--- src/sv/min_max_bucket_decimator_assert.svh ---
// Assertion macros for the min/max bucket decimator.
// Define NO_ASSERTIONS to compile them out.
`ifndef MIN_MAX_BUCKET_DECIMATOR_ASSERT_SVH
`define MIN_MAX_BUCKET_DECIMATOR_ASSERT_SVH

`ifndef NO_ASSERTIONS

// Same-cycle implication, checked on the rising edge of clk outside reset.
`define MMBD_ASSERT_IMP(label, ante, cons, msg) \
    label: assert property (@(posedge clk) disable iff (!rst_n) (ante) |-> (cons)) \
        else $error(msg);

// Next-cycle implication, checked on the rising edge of clk outside reset.
`define MMBD_ASSERT_NXT(label, ante, cons, msg) \
    label: assert property (@(posedge clk) disable iff (!rst_n) (ante) |=> (cons)) \
        else $error(msg);

`else

`define MMBD_ASSERT_IMP(label, ante, cons, msg)

`define MMBD_ASSERT_NXT(label, ante, cons, msg)

`endif

`endif

--- src/sv/mmbd_pkg.sv ---
package mmbd_pkg;

    // Field widths.
    localparam int SAMPLE_BITS = 16;
    localparam int INDEX_BITS  = 20;
    localparam int PIXEL_BITS  = 12;
    localparam int WIDTH_BITS  = 16;
    localparam int COUNT_BITS  = 13;

    // Configuration port.
    localparam int CFG_INDEX_BITS = 1;
    localparam int CFG_DATA_BITS  = 16;

    localparam logic [CFG_INDEX_BITS-1:0] REG_BUCKET_WIDTH = 1'd0;
    localparam logic [CFG_INDEX_BITS-1:0] REG_BUCKET_COUNT = 1'd1;

    localparam logic [WIDTH_BITS-1:0] BUCKET_WIDTH_RESET = 16'd8;
    localparam logic [COUNT_BITS-1:0] BUCKET_COUNT_RESET = 13'd1024;
    localparam logic [COUNT_BITS-1:0] MAX_BUCKETS        = 13'd4096;

    // Bucket queue between the front and back ends.
    localparam int QUEUE_DEPTH = 4;
    localparam int QPTR_BITS   = $clog2(QUEUE_DEPTH);

    typedef struct packed {
        logic signed [SAMPLE_BITS-1:0] sample_value;
        logic                          sample_first;
        logic                          sample_last;
    } sample_t;

    typedef struct packed {
        logic [INDEX_BITS-1:0]         point_index;
        logic signed [SAMPLE_BITS-1:0] point_value;
        logic [PIXEL_BITS-1:0]         pixel_number;
        logic                          pair_last;
    } point_t;

    typedef struct packed {
        logic [WIDTH_BITS-1:0] bucket_width;
        logic [COUNT_BITS-1:0] bucket_count;
    } cfg_t;

    // One closed bucket: its extremes and its number.
    typedef struct packed {
        logic signed [SAMPLE_BITS-1:0] min_value;
        logic [INDEX_BITS-1:0]         min_index;
        logic signed [SAMPLE_BITS-1:0] max_value;
        logic [INDEX_BITS-1:0]         max_index;
        logic [PIXEL_BITS-1:0]         pixel;
    } bucket_t;

endpackage

--- src/sv/mmbd_front.sv ---
module mmbd_front
    import mmbd_pkg::*;
(
    input  logic    clk,
    input  logic    rst_n,
    input  cfg_t    cfg,
    input  logic    accept,
    input  sample_t sample,
    output logic    bucket_push,
    output bucket_t bucket
);

    logic [WIDTH_BITS-1:0]         ibc_reg, ibc_next;
    logic [PIXEL_BITS-1:0]         bn_reg, bn_next;
    logic [INDEX_BITS-1:0]         ri_reg, ri_next;
    logic signed [SAMPLE_BITS-1:0] min_value_reg, min_value_next;
    logic [INDEX_BITS-1:0]         min_index_reg, min_index_next;
    logic signed [SAMPLE_BITS-1:0] max_value_reg, max_value_next;
    logic [INDEX_BITS-1:0]         max_index_reg, max_index_next;
    logic                          done_reg, done_next;

    logic [WIDTH_BITS-1:0] width_eff;
    logic [COUNT_BITS-1:0] count_eff;
    logic [WIDTH_BITS-1:0] ibc_base;
    logic [WIDTH_BITS-1:0] ibc_inc;
    logic [PIXEL_BITS-1:0] bn_base;
    logic [PIXEL_BITS-1:0] bn_inc;
    logic [INDEX_BITS-1:0] ri_base;
    logic                  done_now;
    logic                  taking;
    logic                  init;
    logic                  close;

    // Clamp the configured width and count to their working ranges.
    always_comb
    begin
        width_eff = (cfg.bucket_width == '0) ? WIDTH_BITS'(1) : cfg.bucket_width;
        if (cfg.bucket_count == '0)
        begin
            count_eff = COUNT_BITS'(1);
        end
        else if (cfg.bucket_count > MAX_BUCKETS)
        begin
            count_eff = MAX_BUCKETS;
        end
        else
        begin
            count_eff = cfg.bucket_count;
        end
    end

    // A first sample restarts the record before it is taken.
    assign ibc_base = sample.sample_first ? '0 : ibc_reg;
    assign bn_base  = sample.sample_first ? '0 : bn_reg;
    assign ri_base  = sample.sample_first ? '0 : ri_reg;
    assign done_now = (sample.sample_first ? 1'b0 : done_reg)
                      | ({1'b0, bn_base} >= count_eff);

    assign taking  = accept & ~done_now;
    assign init    = (ibc_base == '0);
    assign ibc_inc = (ibc_base == '1) ? ibc_base : ibc_base + WIDTH_BITS'(1);
    assign close   = (ibc_inc >= width_eff) | sample.sample_last;
    assign bn_inc  = bn_base + PIXEL_BITS'(1);

    // Running extremes; the earliest sample wins a tie.
    always_comb
    begin
        min_value_next = min_value_reg;
        min_index_next = min_index_reg;
        max_value_next = max_value_reg;
        max_index_next = max_index_reg;
        if (taking && (init || (sample.sample_value < min_value_reg)))
        begin
            min_value_next = sample.sample_value;
            min_index_next = ri_base;
        end
        if (taking && (init || (sample.sample_value > max_value_reg)))
        begin
            max_value_next = sample.sample_value;
            max_index_next = ri_base;
        end
    end

    // Record counters and the finished flag.
    always_comb
    begin
        ibc_next  = ibc_reg;
        bn_next   = bn_reg;
        ri_next   = ri_reg;
        done_next = done_reg;
        if (accept)
        begin
            ibc_next  = ibc_base;
            bn_next   = bn_base;
            ri_next   = ri_base;
            done_next = done_now;
            if (taking)
            begin
                ri_next  = ri_base + INDEX_BITS'(1);
                ibc_next = close ? '0 : ibc_inc;
                if (close)
                begin
                    bn_next   = bn_inc;
                    done_next = sample.sample_last | (bn_inc == '0)
                                | ({1'b0, bn_inc} >= count_eff);
                end
            end
        end
    end

    // Hand a closed bucket to the queue.
    assign bucket_push      = taking & close;
    assign bucket.min_value = min_value_next;
    assign bucket.min_index = min_index_next;
    assign bucket.max_value = max_value_next;
    assign bucket.max_index = max_index_next;
    assign bucket.pixel     = bn_base;

    always_ff @(posedge clk or negedge rst_n)
    begin
        if (!rst_n)
        begin
            ibc_reg       <= '0;
            bn_reg        <= '0;
            ri_reg        <= '0;
            min_value_reg <= '0;
            min_index_reg <= '0;
            max_value_reg <= '0;
            max_index_reg <= '0;
            done_reg      <= 1'b0;
        end
        else
        begin
            ibc_reg       <= ibc_next;
            bn_reg        <= bn_next;
            ri_reg        <= ri_next;
            min_value_reg <= min_value_next;
            min_index_reg <= min_index_next;
            max_value_reg <= max_value_next;
            max_index_reg <= max_index_next;
            done_reg      <= done_next;
        end
    end

endmodule

--- src/sv/mmbd_queue.sv ---
module mmbd_queue
    import mmbd_pkg::*;
(
    input  logic    clk,
    input  logic    rst_n,
    input  logic    push,
    input  bucket_t push_data,
    output logic    full,
    input  logic    pop,
    output bucket_t head,
    output logic    empty
);

    bucket_t              entry_reg [QUEUE_DEPTH];
    logic [QPTR_BITS-1:0] wr_ptr_reg, wr_ptr_next;
    logic [QPTR_BITS-1:0] rd_ptr_reg, rd_ptr_next;
    logic [QPTR_BITS:0]   fill_reg, fill_next;

    assign full  = (fill_reg == (QPTR_BITS + 1)'(QUEUE_DEPTH));
    assign empty = (fill_reg == '0);
    assign head  = entry_reg[rd_ptr_reg];

    // Pointer and fill bookkeeping.
    always_comb
    begin
        wr_ptr_next = push ? wr_ptr_reg + QPTR_BITS'(1) : wr_ptr_reg;
        rd_ptr_next = pop ? rd_ptr_reg + QPTR_BITS'(1) : rd_ptr_reg;
        fill_next   = fill_reg;
        if (push && !pop)
        begin
            fill_next = fill_reg + (QPTR_BITS + 1)'(1);
        end
        else if (pop && !push)
        begin
            fill_next = fill_reg - (QPTR_BITS + 1)'(1);
        end
    end

    always_ff @(posedge clk or negedge rst_n)
    begin
        if (!rst_n)
        begin
            wr_ptr_reg <= '0;
            rd_ptr_reg <= '0;
            fill_reg   <= '0;
        end
        else
        begin
            wr_ptr_reg <= wr_ptr_next;
            rd_ptr_reg <= rd_ptr_next;
            fill_reg   <= fill_next;
        end
    end

    // Entry storage needs no reset.
    always_ff @(posedge clk)
    begin
        if (push)
        begin
            entry_reg[wr_ptr_reg] <= push_data;
        end
    end

endmodule

--- src/sv/mmbd_back.sv ---
module mmbd_back
    import mmbd_pkg::*;
(
    input  logic    clk,
    input  logic    rst_n,
    input  bucket_t head,
    input  logic    head_empty,
    output logic    head_pop,
    output point_t  point,
    output logic    point_valid,
    input  logic    point_take
);

    logic   phase_reg, phase_next;
    logic   valid_reg, valid_next;
    point_t out_reg, out_next;
    logic   load;
    logic   min_first;
    point_t min_point;
    point_t max_point;

    // The lower index goes first; the maximum on equal indices.
    assign min_first = (head.min_index < head.max_index);

    assign min_point.point_index  = head.min_index;
    assign min_point.point_value  = head.min_value;
    assign min_point.pixel_number = head.pixel;
    assign min_point.pair_last    = phase_reg;
    assign max_point.point_index  = head.max_index;
    assign max_point.point_value  = head.max_value;
    assign max_point.pixel_number = head.pixel;
    assign max_point.pair_last    = phase_reg;

    // The output register reloads when empty or being taken.
    assign load     = ~valid_reg | point_take;
    assign head_pop = load & ~head_empty & phase_reg;

    always_comb
    begin
        phase_next = phase_reg;
        valid_next = valid_reg;
        out_next   = out_reg;
        if (load)
        begin
            valid_next = ~head_empty;
            if (!head_empty)
            begin
                out_next   = (min_first ^ phase_reg) ? min_point : max_point;
                phase_next = ~phase_reg;
            end
        end
    end

    assign point       = out_reg;
    assign point_valid = valid_reg;

    always_ff @(posedge clk or negedge rst_n)
    begin
        if (!rst_n)
        begin
            phase_reg <= 1'b0;
            valid_reg <= 1'b0;
        end
        else
        begin
            phase_reg <= phase_next;
            valid_reg <= valid_next;
        end
    end

    always_ff @(posedge clk)
    begin
        out_reg <= out_next;
    end

endmodule

--- src/sv/min_max_bucket_decimator.sv ---
// Throughput: one sample per cycle while the queue is not full; each closed bucket yields two
// points, one per cycle while they are popped, so a stream of one-sample buckets stalls the input.
// Path: a closing bucket is written into a four-entry bucket queue, then its first point
// into the output register; the second point is loaded there as the first is taken.
// Reset: asynchronous, active low; clears the counters, queue and output, loads
// bucket width 8 and bucket count 1024, and opens a record at index 0.
module min_max_bucket_decimator
    import mmbd_pkg::*;
(
    input  logic                      clk,
    input  logic                      rst_n,
    input  logic                      cfg_write,
    input  logic [CFG_INDEX_BITS-1:0] cfg_index,
    input  logic [CFG_DATA_BITS-1:0]  cfg_data,
    input  sample_t                   sample,
    input  logic                      push,
    output logic                      full,
    output point_t                    point,
    output logic                      empty,
    input  logic                      pop
);

`include "min_max_bucket_decimator_assert.svh"

    logic [WIDTH_BITS-1:0] bucket_width_reg, bucket_width_next;
    logic [COUNT_BITS-1:0] bucket_count_reg, bucket_count_next;
    cfg_t                  cfg;
    logic                  accept;
    logic                  q_push;
    bucket_t               q_in;
    logic                  q_full;
    logic                  q_pop;
    bucket_t               q_head;
    logic                  q_empty;
    logic                  point_valid;

    // Configuration register writes.
    always_comb
    begin
        bucket_width_next = bucket_width_reg;
        bucket_count_next = bucket_count_reg;
        if (cfg_write)
        begin
            case (cfg_index)
                REG_BUCKET_WIDTH: bucket_width_next = cfg_data[WIDTH_BITS-1:0];
                REG_BUCKET_COUNT: bucket_count_next = cfg_data[COUNT_BITS-1:0];
                default:          ;
            endcase
        end
    end

    always_ff @(posedge clk or negedge rst_n)
    begin
        if (!rst_n)
        begin
            bucket_width_reg <= BUCKET_WIDTH_RESET;
            bucket_count_reg <= BUCKET_COUNT_RESET;
        end
        else
        begin
            bucket_width_reg <= bucket_width_next;
            bucket_count_reg <= bucket_count_next;
        end
    end

    assign cfg.bucket_width = bucket_width_reg;
    assign cfg.bucket_count = bucket_count_reg;

    // An item is taken whenever the queue has room for a closing bucket.
    assign full   = q_full;
    assign accept = push & ~q_full;
    assign empty  = ~point_valid;

    mmbd_front u_front (
        .clk         (clk),
        .rst_n       (rst_n),
        .cfg         (cfg),
        .accept      (accept),
        .sample      (sample),
        .bucket_push (q_push),
        .bucket      (q_in)
    );

    mmbd_queue u_queue (
        .clk       (clk),
        .rst_n     (rst_n),
        .push      (q_push),
        .push_data (q_in),
        .full      (q_full),
        .pop       (q_pop),
        .head      (q_head),
        .empty     (q_empty)
    );

    mmbd_back u_back (
        .clk         (clk),
        .rst_n       (rst_n),
        .head        (q_head),
        .head_empty  (q_empty),
        .head_pop    (q_pop),
        .point       (point),
        .point_valid (point_valid),
        .point_take  (pop)
    );

    // A closing bucket always finds room in the queue.
    `MMBD_ASSERT_IMP(a_push_room, q_push, !q_full, "bucket pushed into a full queue")

    // The back end only retires a bucket that is there.
    `MMBD_ASSERT_IMP(a_pop_present, q_pop, !q_empty, "bucket popped from an empty queue")

    // Taking the first point of a pair brings its partner in the next cycle.
    `MMBD_ASSERT_NXT(a_pair_follows, !empty && pop && !point.pair_last,
        !empty && point.pair_last && (point.pixel_number == $past(point.pixel_number)),
        "second point of a pair did not follow the first")

endmodule

--- config.mk ---
export PLATFORM = sky130hd
export DESIGN_NAME = min_max_bucket_decimator
export DESIGN_NICKNAME = d
export VERILOG_FILES = /design/src/sv/mmbd_pkg.sv /design/src/sv/mmbd_front.sv /design/src/sv/mmbd_queue.sv /design/src/sv/mmbd_back.sv /design/src/sv/min_max_bucket_decimator.sv
export VERILOG_INCLUDE_DIRS = /design/src /design/src/sv
export SDC_FILE = /design/constraint.sdc
export NUM_CORES = 1
export LEC_CHECK = 0
export BUFFER_PORTS_ARGS = -buffer_cell sky130_fd_sc_hd__buf_2
export CAP_MARGIN = 10
export CORE_ASPECT_RATIO = 0.6
export CORE_MARGIN = 2
export CORE_UTILIZATION = 45
export DETAILED_ROUTE_END_ITERATION = 8
export PLACE_DENSITY_LB_ADDON = 0.05
export SLEW_MARGIN = 20
export SYNTH_ARGS = -nofsm -noshare
export SYNTH_HDL_FRONTEND = slang
export SYNTH_SLANG_ARGS = --single-unit
--- constraint.sdc ---
create_clock -name clk -period 6.2 [get_ports clk]
set_input_delay 0.62 -clock clk [delete_from_list [all_inputs] [get_ports clk]]
set_output_delay 0.62 -clock clk [all_outputs]
set_load 0.03 [all_outputs]
==> results.sh <==
export IMPL_wl_per_cell_um=23.2
export IMPL_drcViolationCount=0
export IMPL_cts_tree="done"
export IMPL_drtPass1Iterations=6
export IMPL_yosysUniqueCellTypes=73
export IMPL_htree_levels=2
export IMPL_design_core_area_um2=56200
export IMPL_drt_total_wl_um=64400
export IMPL_grt_pass1_wl_um=101000
export IMPL_ys_ff_latch=544
export IMPL_slew_violations=0
export IMPL_async_flop_share_pct=29.2
export IMPL_grt_overflow=0
export IMPL_cp_start_kind="register"
export IMPL_track_usage_pct=22.0
export IMPL_antenna_found_initial=1
export IMPL_root_buffer="clkbuf_16"
export IMPL_syn_area_um2=25800
export IMPL_via_per_inst=5.86
export IMPL_rsz0062_at_grt="no"
export IMPL_ys_flop_type="edfxtp_1"
export IMPL_worstPathRequired_ns=6.55
export IMPL_peakVddDrop_v=0.000487
export IMPL_finalWorstPathRequiredPeriod_ns=5.24
export IMPL_post_cts_buffers=0
export IMPL_ys_warn_count=0
export IMPL_fmax_ghz=0.191
export IMPL_path_class="register to register"
export IMPL_hold_path_class="input pin to register"
export IMPL_status="finished clean"
export IMPL_final_common_cell="edfxtp_1"
export IMPL_antenna_left=0
export IMPL_tns_ns=0
export IMPL_powerDensity_nw_per_um2=499
export IMPL_hpwlAfterDp_um=41400
export IMPL_cts_made_buffers=52
export IMPL_largest_reg_flops=336
export IMPL_finalCritPeriodShare_pct=84.5
export IMPL_fin_total_pwr_mw=14.5
export IMPL_drtIter0Drc=1795
export IMPL_setup_violations=0
export IMPL_synth_edff_count=385
export IMPL_fin_nets=2107
export IMPL_syn_to_final_growth_pct=12.7
export IMPL_numPortBuffers=90
export IMPL_syn_inst=1895
export IMPL_initial_core_util_pct=45.9
export IMPL_drive_gt1_share_pct=20.6
export IMPL_place_gp_congestion=0.818
export IMPL_fill_cells=4827
export IMPL_die_area_um2=59300
export IMPL_grt_max_degree=93
export IMPL_worstPathArrival_ns=5.58
export IMPL_clk_transition_reported_paths_ns=0.07
export IMPL_grt_pass1_vias=16600
export IMPL_pin_count=91
export IMPL_p_leak_nw=11.0
export IMPL_syn_nets=2034
export IMPL_vias=16300
export IMPL_clk_latency_ns=0.62
export IMPL_dp_cells=2672
export IMPL_die_h_um=189
export IMPL_clockBufferDepth=3
export IMPL_maxCapViolations=0
export IMPL_layout_common_cells="edfxtp_1, dfrtp_1, nand3_1, nand2_1, a21oi_1"
export IMPL_cp_max_fo=37
export IMPL_cts_sinks=544
export IMPL_finClkSkew_ns=0.0324
export IMPL_fin_cells=2773
export IMPL_rows=67
export IMPL_worstMarginPinSlew_ns=1.06
export IMPL_cp_end_kind="register"
export IMPL_slew_headroom_pct=29.3
export IMPL_hold_viol_final=0
export IMPL_die_w_um=313
export IMPL_syn_avg_cell_area_um2=13.6
export IMPL_ys_seq_area_share_pct=60.3
-- cells in the mapped netlist, drive strengths merged (11+ instances only) --
master | instances | area (um2)
a2111oi | 15 | 138
a21oi | 107 | 536
a221oi | 22 | 193
a22o | 11 | 96.3
a31oi | 22 | 138
and3 | 16 | 100
buf | 39 | 209
clkbuf | 78 | 293
dfrtp | 157 | 3930
edfxtp | 385 | 11600
ha | 98 | 1230
inv | 80 | 300
mux2 | 87 | 1090
mux4 | 84 | 1890
nand2 | 113 | 427
nand2b | 21 | 131
nand3 | 135 | 676
nand3b | 27 | 203
nand4 | 25 | 156
nor2 | 42 | 160
nor2b | 57 | 357
nor3 | 64 | 337
nor4 | 15 | 93.8
o21ai | 48 | 252
xnor2 | 20 | 194
xor2 | 24 | 210
-- per-layer routing --
layer	vias up	wire length [um]	share of wire (%)	track usage, %
met1	8255	31200	48	33.7
met4	0	949	1.5	4.58
met3	70	4000	6.2	4.10
met2	528	28200	44	32.8
met5	-	0	0	0
li1	7402	-	-	-
-- worst max-delay path, cell delays in order, from the launching register on --
cell and delay, ns:
dfrtp_4 0.95, mux4_2 0.63, ha_1 0.35, nand4_1 0.26
nor4_1 0.78, nand2_1 0.14, a21oi_1 0.28, nor3_4 0.09
xnor2_4 0.77, buf_12 0.32, mux2_4 0.33
-- final cells by class --
| type | count | area [um2] | share of cell area (%) |
|---|---|---|---|
| flip-flops and latches | 544 | 15500 | 53.5 |
| repair buffers | 136 | 892 | 3.07 |
| clock inverters | 22 | 339 | 1.17 |
| inverters | 80 | 300 | 1.03 |
| multi-input cells | 1154 | 9510 | 32.8 |
| well taps | 759 | 950 | 3.27 |
| clock buffers | 76 | 1490 | 5.14 |
| diodes | 2 | 5.00 | 0.0172 |
-- where the power goes --
group          leakage, nW  total [mW]  internal (mW)  switching (mW)
registers             5.69        5.43           5.04           0.392
clock network        0.898        3.41           2.01            1.40
logic                 4.41        5.66           2.27            3.39
total                 11.0        14.5           9.32            5.18
-- stage by stage --
stage	setup slack, ns	area [um2]	hold slack [ns]	utilization (%)
6_report	0.962	29000	0.205	51.7
5_1_grt	0.639	29000	0.195	51.7
4_1_cts	0.887	29000	0.180	51.7
3_5_place_dp	0.801	27200	0.479	48.4
3_3_place_gp	0.882	27200	0.480	48.4
2_1_floorplan	0.855	25800	0.324	-
-- repair_timing --
action,CTS,global route
hold buffers,1,0
endpoints found under the setup margin,0,0
gates resized for setup,0,0
hold endpoints to repair,30,0
-- path summary, 6_finish.rpt --
path / from / to / slack, ns / cells past startpoint
worst max-delay path: u_queue.rd_ptr_reg[0]$_DFFE_PN0P_ / u_back.point[39]$_DFFE_PP_ / 0.96 / 10
max in group asynchronous: rst_n / u_queue.rd_ptr_reg[1]$_DFFE_PN0P_ / 4.40 / 3
worst min register to register: u_queue.fill_reg[2]$_DFFE_PN0P_ / u_queue.fill_reg[2]$_DFFE_PN0P_ / 0.50 / 1
min in group asynchronous: rst_n / bucket_count_reg[11]$_DFFE_PN0P_ / 0.47 / 2
worst min-delay path: pop / u_back.point_valid$_DFFE_PN0N_ / 0.20 / 2
worst max register to register: u_queue.rd_ptr_reg[0]$_DFFE_PN0P_ / u_back.point[39]$_DFFE_PP_ / 0.96 / 10
-- cell families (layout without fill, tap and decap cells) --
| family | after synthesis | count (layout) | share of synthesized area, % |
|---|---|---|---|
| simple gates | 551 | 551 | 11.3 |
| flops | 544 | 544 | 60.3 |
| compound gates | 286 | 286 | 7.19 |
| buf+inv | 197 | 314 | 3.11 |
| mux | 174 | 174 | 11.7 |
| fa+ha+maj | 99 | 99 | 4.84 |
| xor+xnor | 44 | 44 | 1.57 |
| other cells | 0 | 2 | 0 |
Note: power is estimated with default switching activity, not from simulation.
